--- config.mk ---
export PLATFORM = sky130hd
export DESIGN_NAME = window_mean_variance_slope
export DESIGN_NICKNAME = d
export VERILOG_FILES = /design/src/design/wmvs_pkg.sv /design/src/design/wmvs_div.sv /design/src/design/wmvs_win.sv /design/src/design/window_mean_variance_slope.sv
export SDC_FILE = /design/constraint.sdc
export NUM_CORES = 2
export LEC_CHECK = 0
export BUFFER_PORTS_ARGS = -buffer_cell sky130_fd_sc_hd__buf_2
export CAP_MARGIN = 25
export CORE_UTILIZATION = 64
export CTS_BUF_LIST = sky130_fd_sc_hd__clkbuf_4 sky130_fd_sc_hd__clkbuf_8 sky130_fd_sc_hd__clkbuf_16
export DETAILED_ROUTE_END_ITERATION = 16
export GPL_TIMING_DRIVEN = 0
export PLACE_DENSITY = 0.81
export SETUP_SLACK_MARGIN = 0.3
export SLEW_MARGIN = 10
export SYNTH_ARGS = -nofsm -noshare
export SYNTH_HDL_FRONTEND = slang
export SYNTH_SLANG_ARGS = --single-unit
--- constraint.sdc ---
create_clock -name clk -period 9.97 [get_ports clk]
set_input_delay 0.4985 -clock clk [delete_from_list [all_inputs] [get_ports clk]]
set_output_delay 0.4985 -clock clk [all_outputs]
set_load 0.03 [all_outputs]
--- src/design/wmvs_pkg.sv ---
`default_nettype none
package wmvs_pkg;

	localparam int WINDOW = 16;
	localparam int SMP_W  = 16;
	localparam int CW     = $clog2(WINDOW + 1);
	localparam int PW     = $clog2(WINDOW);

	// sample minus mean, signed
	localparam int V_W    = SMP_W + 1;
	localparam int SUM_W  = SMP_W + CW;
	localparam int SQ_W   = 2 * SMP_W + CW;
	localparam int SXY_W  = V_W + 2 * CW;
	localparam int SY_W   = V_W + CW;
	localparam int SX_W   = 2 * CW;
	localparam int SXX_W  = 3 * CW;
	localparam int P_W    = V_W + 3 * CW + 1;
	localparam int NUM_W  = P_W + 1;
	localparam int N100_W = NUM_W + 8;
	localparam int DVS_W  = 4 * CW;
	localparam int SPD_W  = SQ_W + 1 + 4;
	localparam int DIV_W  = (N100_W > SPD_W) ? N100_W : SPD_W;
	localparam int DCNT_W = $clog2(DIV_W + 1);

	typedef struct packed {
		logic             start;
		logic [DIV_W-1:0] num;
		logic [DVS_W-1:0] den;
	} div_cmd_t;

	typedef struct packed {
		logic             valid;
		logic             last;
		logic [CW-1:0]    pos;
		logic [SMP_W-1:0] data;
	} win_rd_t;

	typedef enum logic [3:0] {
		S_IDLE,
		S_SUMGO,
		S_SUM,
		S_MEAN0,
		S_MEAN,
		S_STATGO,
		S_STAT,
		S_NUM1,
		S_NUM2,
		S_NUM3,
		S_SPD0,
		S_SPD,
		S_SLP0,
		S_SLP,
		S_FIN
	} state_t;

endpackage
`default_nettype wire

--- src/design/wmvs_div.sv ---
`default_nettype none
module wmvs_div (
	input  wire                              clk,
	input  wire                              arst_n,
	input  wmvs_pkg::div_cmd_t               cmd,
	output logic                             done,
	output logic [wmvs_pkg::DIV_W-1:0]       quo
);
	import wmvs_pkg::*;

	logic [DCNT_W-1:0] cnt_q;
	logic              done_q;
	logic [DVS_W-1:0]  rem_q;
	logic [DVS_W-1:0]  den_q;
	logic [DIV_W-1:0]  quo_q;
	logic [DVS_W:0]    trial;
	logic [DVS_W:0]    diff;
	logic              ge;

	// one quotient bit per cycle, restoring
	assign trial = {rem_q, quo_q[DIV_W-1]};
	assign diff  = trial - {1'b0, den_q};
	assign ge    = trial >= {1'b0, den_q};

	always_ff @(posedge clk or negedge arst_n) begin
		if (!arst_n) begin
			cnt_q  <= '0;
			done_q <= 1'b0;
		end else begin
			done_q <= 1'b0;
			if (cmd.start) begin
				cnt_q <= DCNT_W'(DIV_W);
			end else if (cnt_q != '0) begin
				cnt_q <= cnt_q - 1'b1;
				if (cnt_q == DCNT_W'(1))
					done_q <= 1'b1;
			end
		end
	end

	always_ff @(posedge clk) begin
		if (cmd.start) begin
			rem_q <= '0;
			den_q <= cmd.den;
			quo_q <= cmd.num;
		end else if (cnt_q != '0) begin
			rem_q <= ge ? diff[DVS_W-1:0] : trial[DVS_W-1:0];
			quo_q <= {quo_q[DIV_W-2:0], ge};
		end
	end

	assign done = done_q;
	assign quo  = quo_q;

endmodule
`default_nettype wire

--- src/design/wmvs_win.sv ---
`default_nettype none
module wmvs_win (
	input  wire                              clk,
	input  wire                              arst_n,
	input  wire                              wr_en,
	input  wire  [wmvs_pkg::SMP_W-1:0]       wr_data,
	input  wire                              walk_start,
	output wmvs_pkg::win_rd_t                rd,
	output logic [wmvs_pkg::CW-1:0]          count
);
	import wmvs_pkg::*;

	logic [SMP_W-1:0] mem [WINDOW];
	logic [CW-1:0]    count_q;
	logic [PW-1:0]    oldest_q;
	logic             walking_q;
	logic [CW-1:0]    idx_q;
	logic [PW-1:0]    addr_q;
	logic             rvalid_q;
	logic             rlast_q;
	logic [CW-1:0]    rpos_q;
	logic [SMP_W-1:0] rdata_q;
	logic             full;
	logic [PW-1:0]    wr_addr;
	logic [CW-1:0]    idx_nx;

	assign full    = count_q == CW'(WINDOW);
	assign wr_addr = full ? oldest_q : count_q[PW-1:0];
	assign idx_nx  = idx_q + 1'b1;

	always_ff @(posedge clk) begin
		if (wr_en)
			mem[wr_addr] <= wr_data;
		if (walking_q)
			rdata_q <= mem[addr_q];
	end

	always_ff @(posedge clk or negedge arst_n) begin
		if (!arst_n) begin
			count_q   <= '0;
			oldest_q  <= '0;
			walking_q <= 1'b0;
			idx_q     <= '0;
			addr_q    <= '0;
			rvalid_q  <= 1'b0;
			rlast_q   <= 1'b0;
			rpos_q    <= '0;
		end else begin
			if (wr_en) begin
				if (!full)
					count_q <= count_q + 1'b1;
				else
					oldest_q <= (oldest_q == PW'(WINDOW - 1)) ? '0 : oldest_q + 1'b1;
			end
			rvalid_q <= walking_q;
			rlast_q  <= walking_q && (idx_nx == count_q);
			rpos_q   <= idx_nx;
			// walk oldest to newest around the ring
			if (walk_start) begin
				walking_q <= 1'b1;
				idx_q     <= '0;
				addr_q    <= oldest_q;
			end else if (walking_q) begin
				idx_q  <= idx_nx;
				addr_q <= (addr_q == PW'(WINDOW - 1)) ? '0 : addr_q + 1'b1;
				if (idx_nx == count_q)
					walking_q <= 1'b0;
			end
		end
	end

	assign rd.valid = rvalid_q;
	assign rd.last  = rlast_q;
	assign rd.pos   = rpos_q;
	assign rd.data  = rdata_q;
	assign count    = count_q;

endmodule
`default_nettype wire

--- src/design/window_mean_variance_slope.sv ---
// channel | signals                                   | direction
// input   | in_valid, in_ready, sample                | request in
// output  | out_valid, out_ready, mean, spread_q4,    | result out
//         | slope_x100, held_count                    |
// A shared divider, used three times per request, resolves one quotient bit per cycle.
// The window is walked twice through its single read port, one sample per cycle.
// Reset clears fill count, ring pointer and control; window contents stay undefined.
// A finished result waits in the output register while the next request is taken;
// a result that is not taken holds the last step until the output frees up.
`default_nettype none
module window_mean_variance_slope (
	input  wire                          clk,
	input  wire                          arst_n,
	input  wire                          in_valid,
	output logic                         in_ready,
	input  wire  [15:0]                  sample,
	output logic                         out_valid,
	input  wire                          out_ready,
	output logic [15:0]                  mean,
	output logic [31:0]                  spread_q4,
	output logic signed [31:0]           slope_x100,
	output logic [4:0]                   held_count
);
	import wmvs_pkg::*;

	state_t state_q, state_nx;

	win_rd_t          rd;
	logic [CW-1:0]    n;
	div_cmd_t         dcmd;
	logic             div_done;
	logic [DIV_W-1:0] div_quo;
	logic             accept;
	logic             short;

	logic [SUM_W-1:0]         sum_q;
	logic [SMP_W-1:0]         mean_q;
	logic                     valid_s1, last_s1, valid_s2, last_s2;
	logic [CW-1:0]            pos_s1, pos_s2;
	logic signed [V_W-1:0]    v_s1, v_s2;
	logic [2*SMP_W-1:0]       sq_s2;
	logic signed [V_W+CW:0]   pv_s2;
	logic [2*CW-1:0]          pp_s2;
	logic signed [2*V_W-1:0]  sq_full;
	logic signed [V_W+CW:0]   pv_full;
	logic [SQ_W-1:0]          sq_acc_q;
	logic signed [SXY_W-1:0]  sxy_q;
	logic signed [SY_W-1:0]   sy_q;
	logic [SX_W-1:0]          sx_q;
	logic [SXX_W-1:0]         sxx_q;
	logic signed [P_W-1:0]    p1_q, p2_q;
	logic [DVS_W-1:0]         p3_q, p4_q, den_q;
	logic signed [NUM_W-1:0]  num_q;
	logic signed [N100_W-1:0] n100;
	logic [N100_W-1:0]        mag_c;
	logic [DIV_W-1:0]         mag_q;
	logic                     neg_q;
	logic [SQ_W:0]            dsum;
	logic [31:0]              spread_r_q;
	logic [31:0]              slope_r_q;
	logic [DIV_W-1:0]         lim;

	logic        out_valid_q;
	logic [15:0] mean_o_q;
	logic [31:0] spread_o_q;
	logic [31:0] slope_o_q;
	logic [4:0]  cnt_o_q;

	assign in_ready = state_q == S_IDLE;
	assign accept   = in_valid && in_ready;
	assign short    = n < CW'(3);
	assign lim      = DIV_W'(33'h0_8000_0000);

	wmvs_win u_win (
		.clk        (clk),
		.arst_n     (arst_n),
		.wr_en      (accept),
		.wr_data    (sample),
		.walk_start (state_q == S_SUMGO || state_q == S_STATGO),
		.rd         (rd),
		.count      (n)
	);

	wmvs_div u_div (
		.clk    (clk),
		.arst_n (arst_n),
		.cmd    (dcmd),
		.done   (div_done),
		.quo    (div_quo)
	);

	assign dsum = {1'b0, sq_acc_q} + (SQ_W+1)'({n, 1'b0});

	always_comb begin
		dcmd.start = 1'b0;
		dcmd.num   = '0;
		dcmd.den   = '0;
		unique case (state_q)
			S_MEAN0: begin
				dcmd.start = 1'b1;
				dcmd.num   = DIV_W'(sum_q + SUM_W'(n >> 1));
				dcmd.den   = DVS_W'(n);
			end
			S_SPD0: begin
				dcmd.start = 1'b1;
				dcmd.num   = DIV_W'({dsum, 4'b0000});
				dcmd.den   = DVS_W'(n);
			end
			S_SLP0: begin
				dcmd.start = 1'b1;
				dcmd.num   = mag_q;
				dcmd.den   = den_q;
			end
			default: ;
		endcase
	end

	always_ff @(posedge clk or negedge arst_n) begin
		if (!arst_n)
			state_q <= S_IDLE;
		else
			state_q <= state_nx;
	end

	always_comb begin
		state_nx = state_q;
		unique case (state_q)
			S_IDLE:   if (in_valid) state_nx = S_SUMGO;
			S_SUMGO:  state_nx = S_SUM;
			S_SUM:    if (rd.valid && rd.last) state_nx = S_MEAN0;
			S_MEAN0:  state_nx = S_MEAN;
			S_MEAN:   if (div_done) state_nx = S_STATGO;
			S_STATGO: state_nx = S_STAT;
			S_STAT:   if (valid_s2 && last_s2) state_nx = S_NUM1;
			S_NUM1:   state_nx = S_NUM2;
			S_NUM2:   state_nx = S_NUM3;
			S_NUM3:   state_nx = S_SPD0;
			S_SPD0:   state_nx = S_SPD;
			S_SPD:    if (div_done) state_nx = S_SLP0;
			S_SLP0:   state_nx = S_SLP;
			S_SLP:    if (div_done) state_nx = S_FIN;
			S_FIN:    if (!out_valid_q) state_nx = S_IDLE;
			default:  state_nx = S_IDLE;
		endcase
	end

	// deviation pipeline: read -> subtract -> multiply -> accumulate
	assign sq_full = v_s1 * v_s1;
	assign pv_full = $signed({1'b0, pos_s1}) * v_s1;
	assign n100    = (N100_W)'(num_q) * $signed(9'sd100);
	assign mag_c   = n100[N100_W-1] ? N100_W'(-n100) : N100_W'(n100);

	always_ff @(posedge clk or negedge arst_n) begin
		if (!arst_n) begin
			valid_s1 <= 1'b0;
			valid_s2 <= 1'b0;
		end else begin
			valid_s1 <= rd.valid && state_q == S_STAT;
			valid_s2 <= valid_s1;
		end
	end

	always_ff @(posedge clk) begin
		if (state_q == S_SUMGO)
			sum_q <= '0;
		else if (state_q == S_SUM && rd.valid)
			sum_q <= sum_q + SUM_W'(rd.data);
		if (state_q == S_MEAN && div_done)
			mean_q <= div_quo[SMP_W-1:0];

		last_s1 <= rd.last;
		pos_s1  <= rd.pos;
		v_s1    <= $signed({1'b0, rd.data}) - $signed({1'b0, mean_q});
		last_s2 <= last_s1;
		pos_s2  <= pos_s1;
		v_s2    <= v_s1;
		sq_s2   <= sq_full[2*SMP_W-1:0];
		pv_s2   <= pv_full;
		pp_s2   <= pos_s1 * pos_s1;

		if (state_q == S_STATGO) begin
			sq_acc_q <= '0;
			sxy_q    <= '0;
			sy_q     <= '0;
			sx_q     <= '0;
			sxx_q    <= '0;
		end else if (valid_s2) begin
			sq_acc_q <= sq_acc_q + SQ_W'(sq_s2);
			sxy_q    <= sxy_q + SXY_W'(pv_s2);
			sy_q     <= sy_q + SY_W'(v_s2);
			sx_q     <= sx_q + SX_W'(pos_s2);
			sxx_q    <= sxx_q + SXX_W'(pp_s2);
		end

		if (state_q == S_NUM1) begin
			p1_q <= $signed({1'b0, n}) * sxy_q;
			p2_q <= $signed({1'b0, sx_q}) * sy_q;
			p3_q <= n * sxx_q;
			p4_q <= sx_q * sx_q;
		end
		if (state_q == S_NUM2) begin
			num_q <= NUM_W'(p1_q) - NUM_W'(p2_q);
			den_q <= p3_q - p4_q;
		end
		if (state_q == S_NUM3) begin
			neg_q <= n100[N100_W-1];
			mag_q <= DIV_W'(mag_c);
		end

		// saturate the dispersion
		if (state_q == S_SPD && div_done)
			spread_r_q <= (div_quo > DIV_W'(33'h0_FFFF_FFFF)) ? 32'hFFFF_FFFF : div_quo[31:0];
		// clamp the slope to the signed range
		if (state_q == S_SLP && div_done) begin
			if (neg_q)
				slope_r_q <= (div_quo > lim) ? 32'h8000_0000 : 32'h0 - div_quo[31:0];
			else
				slope_r_q <= (div_quo >= lim) ? 32'h7FFF_FFFF : div_quo[31:0];
		end

		if (state_q == S_FIN && !out_valid_q) begin
			mean_o_q   <= mean_q;
			spread_o_q <= short ? 32'd16000 : spread_r_q;
			slope_o_q  <= short ? 32'd0 : slope_r_q;
			cnt_o_q    <= 5'(n);
		end
	end

	always_ff @(posedge clk or negedge arst_n) begin
		if (!arst_n)
			out_valid_q <= 1'b0;
		else if (state_q == S_FIN && !out_valid_q)
			out_valid_q <= 1'b1;
		else if (out_ready)
			out_valid_q <= 1'b0;
	end

	assign out_valid  = out_valid_q;
	assign mean       = mean_o_q;
	assign spread_q4  = spread_o_q;
	assign slope_x100 = $signed(slope_o_q);
	assign held_count = cnt_o_q;

	a_accept_starts: assert property (@(posedge clk) disable iff (!arst_n)
		accept |=> state_q == S_SUMGO)
		else $error("accepted request did not start the window walk");

	a_div_done_waits: assert property (@(posedge clk) disable iff (!arst_n)
		div_done |-> (state_q == S_MEAN || state_q == S_SPD || state_q == S_SLP))
		else $error("divider finished outside a wait state");

	a_pipe_in_stat: assert property (@(posedge clk) disable iff (!arst_n)
		valid_s2 |-> state_q == S_STAT)
		else $error("deviation pipeline active outside the statistics walk");

	a_count_bound: assert property (@(posedge clk) disable iff (!arst_n)
		n <= CW'(WINDOW))
		else $error("fill count beyond window depth");

endmodule
`default_nettype wire
## Word level (Yosys, flattened, before mapping)

Memories as Yosys holds them, arrays and structs flattened. A register that Yosys moved wholly into a read port is not among the register bits.
Index checks and enable logic that the tools add are counted.

- Logic and storage cells: 163
- RAM bits: 256
- Input bits: 20
- Memories kept: 1
- Register bits: 733
- Output and inout port bits: 87

Memories:

| memory | depth | width | rd ports | clocked after Yosys merged registers in | wr ports | RTL line | RTL |
|---|---|---|---|---|---|---|---|
| u_win.mem | 16 | 16 | 1 | 1 | 1 | wmvs_win.sv:13 | `logic [SMP_W-1:0] mem [WINDOW];` |

- Muxes and demuxes: 35
- Reductions and logical operators: 20
- $lt $le $gt $ge: 5
- Eq/ne operators: 26
- Bitwise operators: 1
- Add/subtract/negate cells: 19
- $mul: 8

Operators with widths:

| kind | number |
|---|---|
| 63-bit one-hot mux with 3 select lines | 1 |
| 32-bit two-way mux | 3 |
| 42-bit by 32-bit greater-than comparator with 1-bit output, second input constant | 2 |
| 42-bit two-way mux | 2 |
| 4-bit one-hot mux with 15 select lines | 1 |
| 4-bit two-way mux | 12 |
| 42-bit by 32-bit >= comparator with 1-bit output, second input constant | 1 |
| 42-bit negation | 1 |
| 41-bit two-way mux | 1 |
| 34-bit by 6-bit multiplier with 40-bit output, second input constant | 1 |
| 20-bit subtractor | 2 |
| 37-bit by 6-bit adder with 38-bit output | 1 |
| 37-bit by 32-bit adder with 37-bit output | 1 |
| 4-bit equality test, second input constant | 9 |
| 33-bit by 33-bit subtractor with 34-bit output | 1 |
| 11-bit by 22-bit multiplier with 33-bit output | 1 |
| 6-bit by 27-bit multiplier with 33-bit output | 1 |
| 17-bit by 17-bit multiplier with 32-bit output | 1 |
| 1-bit by 32-bit subtractor with 32-bit output, first input constant | 1 |
| 27-bit by 23-bit adder with 27-bit output | 1 |
| 6-bit by 17-bit multiplier with 23-bit output | 1 |
| 21-bit by 4-bit adder with 22-bit output | 1 |
| 22-bit by 17-bit adder with 22-bit output | 1 |
| 21-bit by 16-bit adder with 21-bit output | 1 |
| 32 further kinds | 66 |

## Longest topological paths before layout

- Word-level depth: 5
- Mapped depth: 27
- Gate-level depth less buffers: 25

## Hierarchy

From an unflattened synthesis, not the netlist that was laid out.

- Cell total of the unflattened synthesis: 7,661
- Area total of the unflattened synthesis: 79,886.6 um2

Modules (own cells, without submodules):

| module | instances | sequential area each (um2) | area an instance (um2) | cells an instance |
|---|---|---|---|---|
| window_mean_variance_slope | 1 | 15,920.3 | 63,409.6 | 6,632 |
| wmvs_win | 1 | 8,818.5 | 11,757.5 | 625 |
| wmvs_div | 1 | 2,437.3 | 4,719.5 | 404 |

## Worst setup path after synthesis

OpenSTA, ideal clock, no wires.

- Path type: reg2reg
- From: register state_q[3]
- To: register cnt_o_q[0] (netlist: held_count[0]), enable pin
- Setup time: 0.635 ns
- Stages on the path, launching flop included: 4
- Period minus slack after synthesis: 7.262 ns
- Data arrival time: 6.627 ns
- Buffers on the path: 1
- Data required time: 9.335 ns
- Setup slack: 2.708 ns
- Path through: dfrtp_1 -> clkbuf_1 -> nand2_1 -> nor3_1

- Longest elaborated chain between the ends: 2

Ends and longest elaborated chain:

| item | RTL line | RTL |
|---|---|---|
| start, declared | window_mean_variance_slope.sv:26 | `state_t state_q, state_nx;` |
| start signal, assigned | window_mean_variance_slope.sv:122 | `state_q <= state_nx;` |
| 4-bit equality test | window_mean_variance_slope.sv:221 | `if (state_q == S_FIN && !out_valid_q) begin` |
| 1-bit logical AND | window_mean_variance_slope.sv:221 |  |
| end signal, assigned | window_mean_variance_slope.sv:225 | `cnt_o_q <= 5'(n);` |
| end, declared | window_mean_variance_slope.sv:67 | `logic [4:0] cnt_o_q;` |

Every way passes these cells.
A chain may end at the register's enable or synchronous reset.

## Worst setup path after layout

- From: register v_s1[14]
- To: register sq_s2[31]

- Longest elaborated chain between the ends: 1

Ends and longest elaborated chain:

| item | RTL line | RTL |
|---|---|---|
| start, declared | window_mean_variance_slope.sv:40 | `logic signed [V_W-1:0] v_s1, v_s2;` |
| start signal, assigned | window_mean_variance_slope.sv:173 | `v_s1 <= $signed({1'b0, rd.data}) - $signed({1'b0, mean_q});` |
| 17-bit by 17-bit multiplier with 32-bit output | window_mean_variance_slope.sv:148 | `assign sq_full = v_s1 * v_s1;` |
| named net sq_full[31] | window_mean_variance_slope.sv:44 | `logic signed [2*V_W-1:0] sq_full;` |
| end signal, assigned | window_mean_variance_slope.sv:177 | `sq_s2 <= sq_full[2*SMP_W-1:0];` |
| end, declared | window_mean_variance_slope.sv:41 | `logic [2*SMP_W-1:0] sq_s2;` |

The timed path passes the listed nets, and every way through them passes these cells.

==> results by group <==
Run status
  • Status: finished clean

Yosys
  • Avg Inst Size Synth: 10.2 sq um
  • Mapped Nets: a little over 9k
  • Xor and xnor area share after synthesis: 0.0497
  • Multiplexer share of the synthesized area: 0.0272
  • Synth Area in Adders: 0.284
  • Syn. warnings: 0
  • Synth Area in Compound Gates: 0.0980
  • Synth Cell Area: 79,700 sq um
  • Post-synth ARST share: 0.0401
  • Simple-gate portion of the synthesized area: 0.134
  • Distinct cells, synth: 79
  • Mapped Cells: between 7k and 8k
  • Synth Flop Type: edfxtp_1
  • Synth Register Bits: 998
  • Post-synth EDFFs: roughly 700
  • Post-synthesis sequential area ratio: 0.341
  • Main combinational cell family by area after synthesis: adder cells

STA
  • Fmax: 0.118 GHz
  • Final worst path period share: 0.848
  • Final hold vios: 0
  • Slew at the pin closest to its max-slew limit: around 1.1 ns
  • Final setup viols: 0
  • Post-layout min period: ~8.5 ns
  • Slew margin rel.: 0.260
  • Setup_tns: 0 ns
  • Final worst-path setup slack: 1.52 ns
  • Slew Viols, Final: 0
  • Post-route clock skew: 0.0953 ns
  • RSZ-0062 raised after global routing: false
  • Worst hold margin: 0.135 ns

Clock network
  • Sink Count: 998
  • Post-CTS Resized: 0
  • Post-CTS Setup Bufs: 0
  • H-tree depth: 3
  • Clk root buf: clkbuf_16
  • Clock tree from TritonCTS: built
  • CTS clock-pin slew for the worst setup and hold paths: ~0.070 ns
  • Skew-Pair Late Insertion Delay: 0.75 ns
  • Num CTS Buffers: 103
  • Clk buf depth: 3
  • CTS Hold Bufs: 2

Worst setup path
  • Crit start category: flop
  • Reg2reg start: v_s1[14]$_DFF_P_
  • WS Path Type: reg2reg
  • Req. time, crit path: 10.53 ns
  • Arrival @ worst endpoint: 9.01 ns
  • R2R depth: 25
  • Internal reg-to-reg setup slack: about 1.5 ns
  • Worst R2R End: sq_s2[31]$_DFF_P_
  • CP Capture Type: flop
  • Crit path max fanout: 10

Hold path
  • Hold Crit Start: sample[15]
  • Hold Path End: u_win.mem[13][15]$_DFFE_PP_
  • Worst min path class: in2reg
  • WHS Path Cells: 1

Die
  • # IOs: 107
  • Die Wd: ~350 um
  • Row count: around 130
  • Full die area: 126,000 sq um
  • Initial Util: 0.645
  • Die H: 355 um
  • Core area: 124,000 sq um

Pwr
  • P per Cell Area: 98.0 nW/um^2
  • Static Leakage: around 38 nW
  • Max VDD drop: 0.000175 V

Finish
  • Area grow syn2layout: 8.64%
  • Final nets: approximately 9.5k
  • Most frequent cells in the layout: 1,144 x inv_1, 711 x fa_1, 699 x edfxtp_1
  • Fin area: 86,600 sq um
  • Commonest non-fill, non-tap cell in the layout: inv_1
  • Share of cells above drive strength 1: 0.0623

Place
  • Final HPWL DP: 168,000 um
  • Cell Area, Placed: 82,900 sq um
  • Placer Congestion: ~1
  • Dpl ws: 1.78 ns
  • Port Buffer Count: 106

Global routing
  • Largest net degree at the start of global routing: 39
  • Global route overflow: 0
  • Initial antenna violation count: 12
  • First-pass GRT wire length: 328,000 um
  • Overall routing resource usage: 0.340
  • Vias in the first global route: 59.0k

Routing
  • Routed Antenna Nets: 0
  • Vias: 58.1k
  • Initial DRC count: 5,018
  • Wire length per cell: 21.5 um
  • DRC: 0
  • Routed Wire Length: 211,000 um
  • Vias per cell: 5.92
  • Initial DRT Pass Iterations: 8

Job
  • Max-capacitance violation count: 0
sequential cells by signal, summed over array words and instances, names as in the netlist, 21 cells and up:
signal	flops
sq_s2	31
sy_q	22
sq_acc_q	37
num_q	34
u_win.mem	256
slope_x100	32
mag_q	40
spread_r_q	32
p1_q	33
sxy_q	27
pv_s2	23
u_div.quo	42
p2_q	33
sum_q	21
slope_r_q	32
spread_q4	32
how the worst max path moves through the flow:
stage	startpoint	end	slack, ns	cells past startpoint
finish	v_s1[14]$_DFF_P_	sq_s2[31]$_DFF_P_	1.52	25
global route	v_s1[14]$_DFF_P_	sq_s2[31]$_DFF_P_	1.14	25
CTS	v_s1[14]$_DFF_P_	sq_s2[31]$_DFF_P_	1.66	25
detailed placement	v_s1[14]$_DFF_P_	sq_s2[31]$_DFF_P_	1.78	25
global placement	state_q[3]$_DFFE_PN0P_	mean[12]$_DFFE_PP_	1.09	3
floorplan	state_q[3]$_DFFE_PN0P_	held_count[0]$_DFFE_PP_	2.71	3
critical path, stage by stage, from the launching register on:
cell and delay, ns:
dfxtp_1 0.57, clkbuf_1 0.54, clkbuf_1 0.59, nand2_1 0.21, inv_1 0.11, fa_1 0.45, fa_1 0.54, fa_1 0.53
fa_1 0.53, fa_1 0.54, inv_1 0.05, fa_1 0.52, inv_1 0.04, ha_1 0.28, clkbuf_1 0.20, a21o_1 0.21
a21o_1 0.17, a21o_1 0.19, a21oi_1 0.20, nand2_1 0.07, a21oi_1 0.38, o31ai_1 0.21, o41ai_1 0.50, o21bai_1 0.11
a21oi_1 0.20, xnor2_1 0.30
synthesized netlist by cell type (48+ instances only):
master    number  area share
nand3_1      105      0.0066
xor2_1       127       0.014
and2_1       378       0.030
or3_1         54      0.0042
inv_1       1145       0.054
nor2_1       468       0.022
nor3_1       110      0.0069
clkbuf_1     233       0.011
xnor2_1      325       0.036
a21o_1       122       0.011
o21ai_0      282       0.018
or2_2         63      0.0049
mux2i_1      122       0.015
and3_1        57      0.0045
nor2b_1      133       0.010
fa_1         711        0.18
dfxtp_1      259       0.065
nand2_1      664       0.031
ha_1         671        0.11
edfxtp_1     699        0.26
a21oi_1      352       0.022
nand2b_1      48      0.0038
cell families (layout without fill, tap and decap cells):
group / count (synthesis) / count (layout)
compound gates: 1226 / 1226
xor+xnor: 452 / 452
fa+ha+maj: 1382 / 1382
buf+inv: 1411 / 1758
flops: 998 / 998
mux: 174 / 174
other cells: 0 / 3
simple gates: 2182 / 2182
final cells by class:
class	count	area, sq um
clock buffer	131	2860
multi-input combinational	5416	47300
inverter	1147	4310
timing repair buffer	154	1130
fill	9048	37000
sequential	998	27200
tap	1637	2050
buffer	264	993
clock inverter	62	751
antenna	3	7.51
metal layers:
layer | routed length [um] | share of wire | track usage | up-vias
met5 | 8 | 0.000038 | 0 | -
met4 | 11500 | 0.055 | 0.171 | 2
met3 | 15000 | 0.071 | 0.0536 | 498
met2 | 99900 | 0.47 | 0.561 | 2268
met1 | 84700 | 0.40 | 0.436 | 28600
li1 | - | - | - | 26700
per-stage QoR:
stage | total power, mW | cells | util
2_1_floorplan | 4.49 | 7825 | -
3_3_place_gp | 4.51 | 9568 | 0.666
3_5_place_dp | 4.51 | 9611 | 0.671
4_1_cts | 8.51 | 9806 | 0.700
5_1_grt | 8.68 | 9809 | 0.700
6_report | 8.48 | 9812 | 0.700
power breakdown:
group	internal [mW]	switching, mW
Combinational	0.00414	0.0202
Sequential	4.40	0
Clock	2.34	1.72
Total	6.74	1.74
Power figures use the tool's default switching activity.
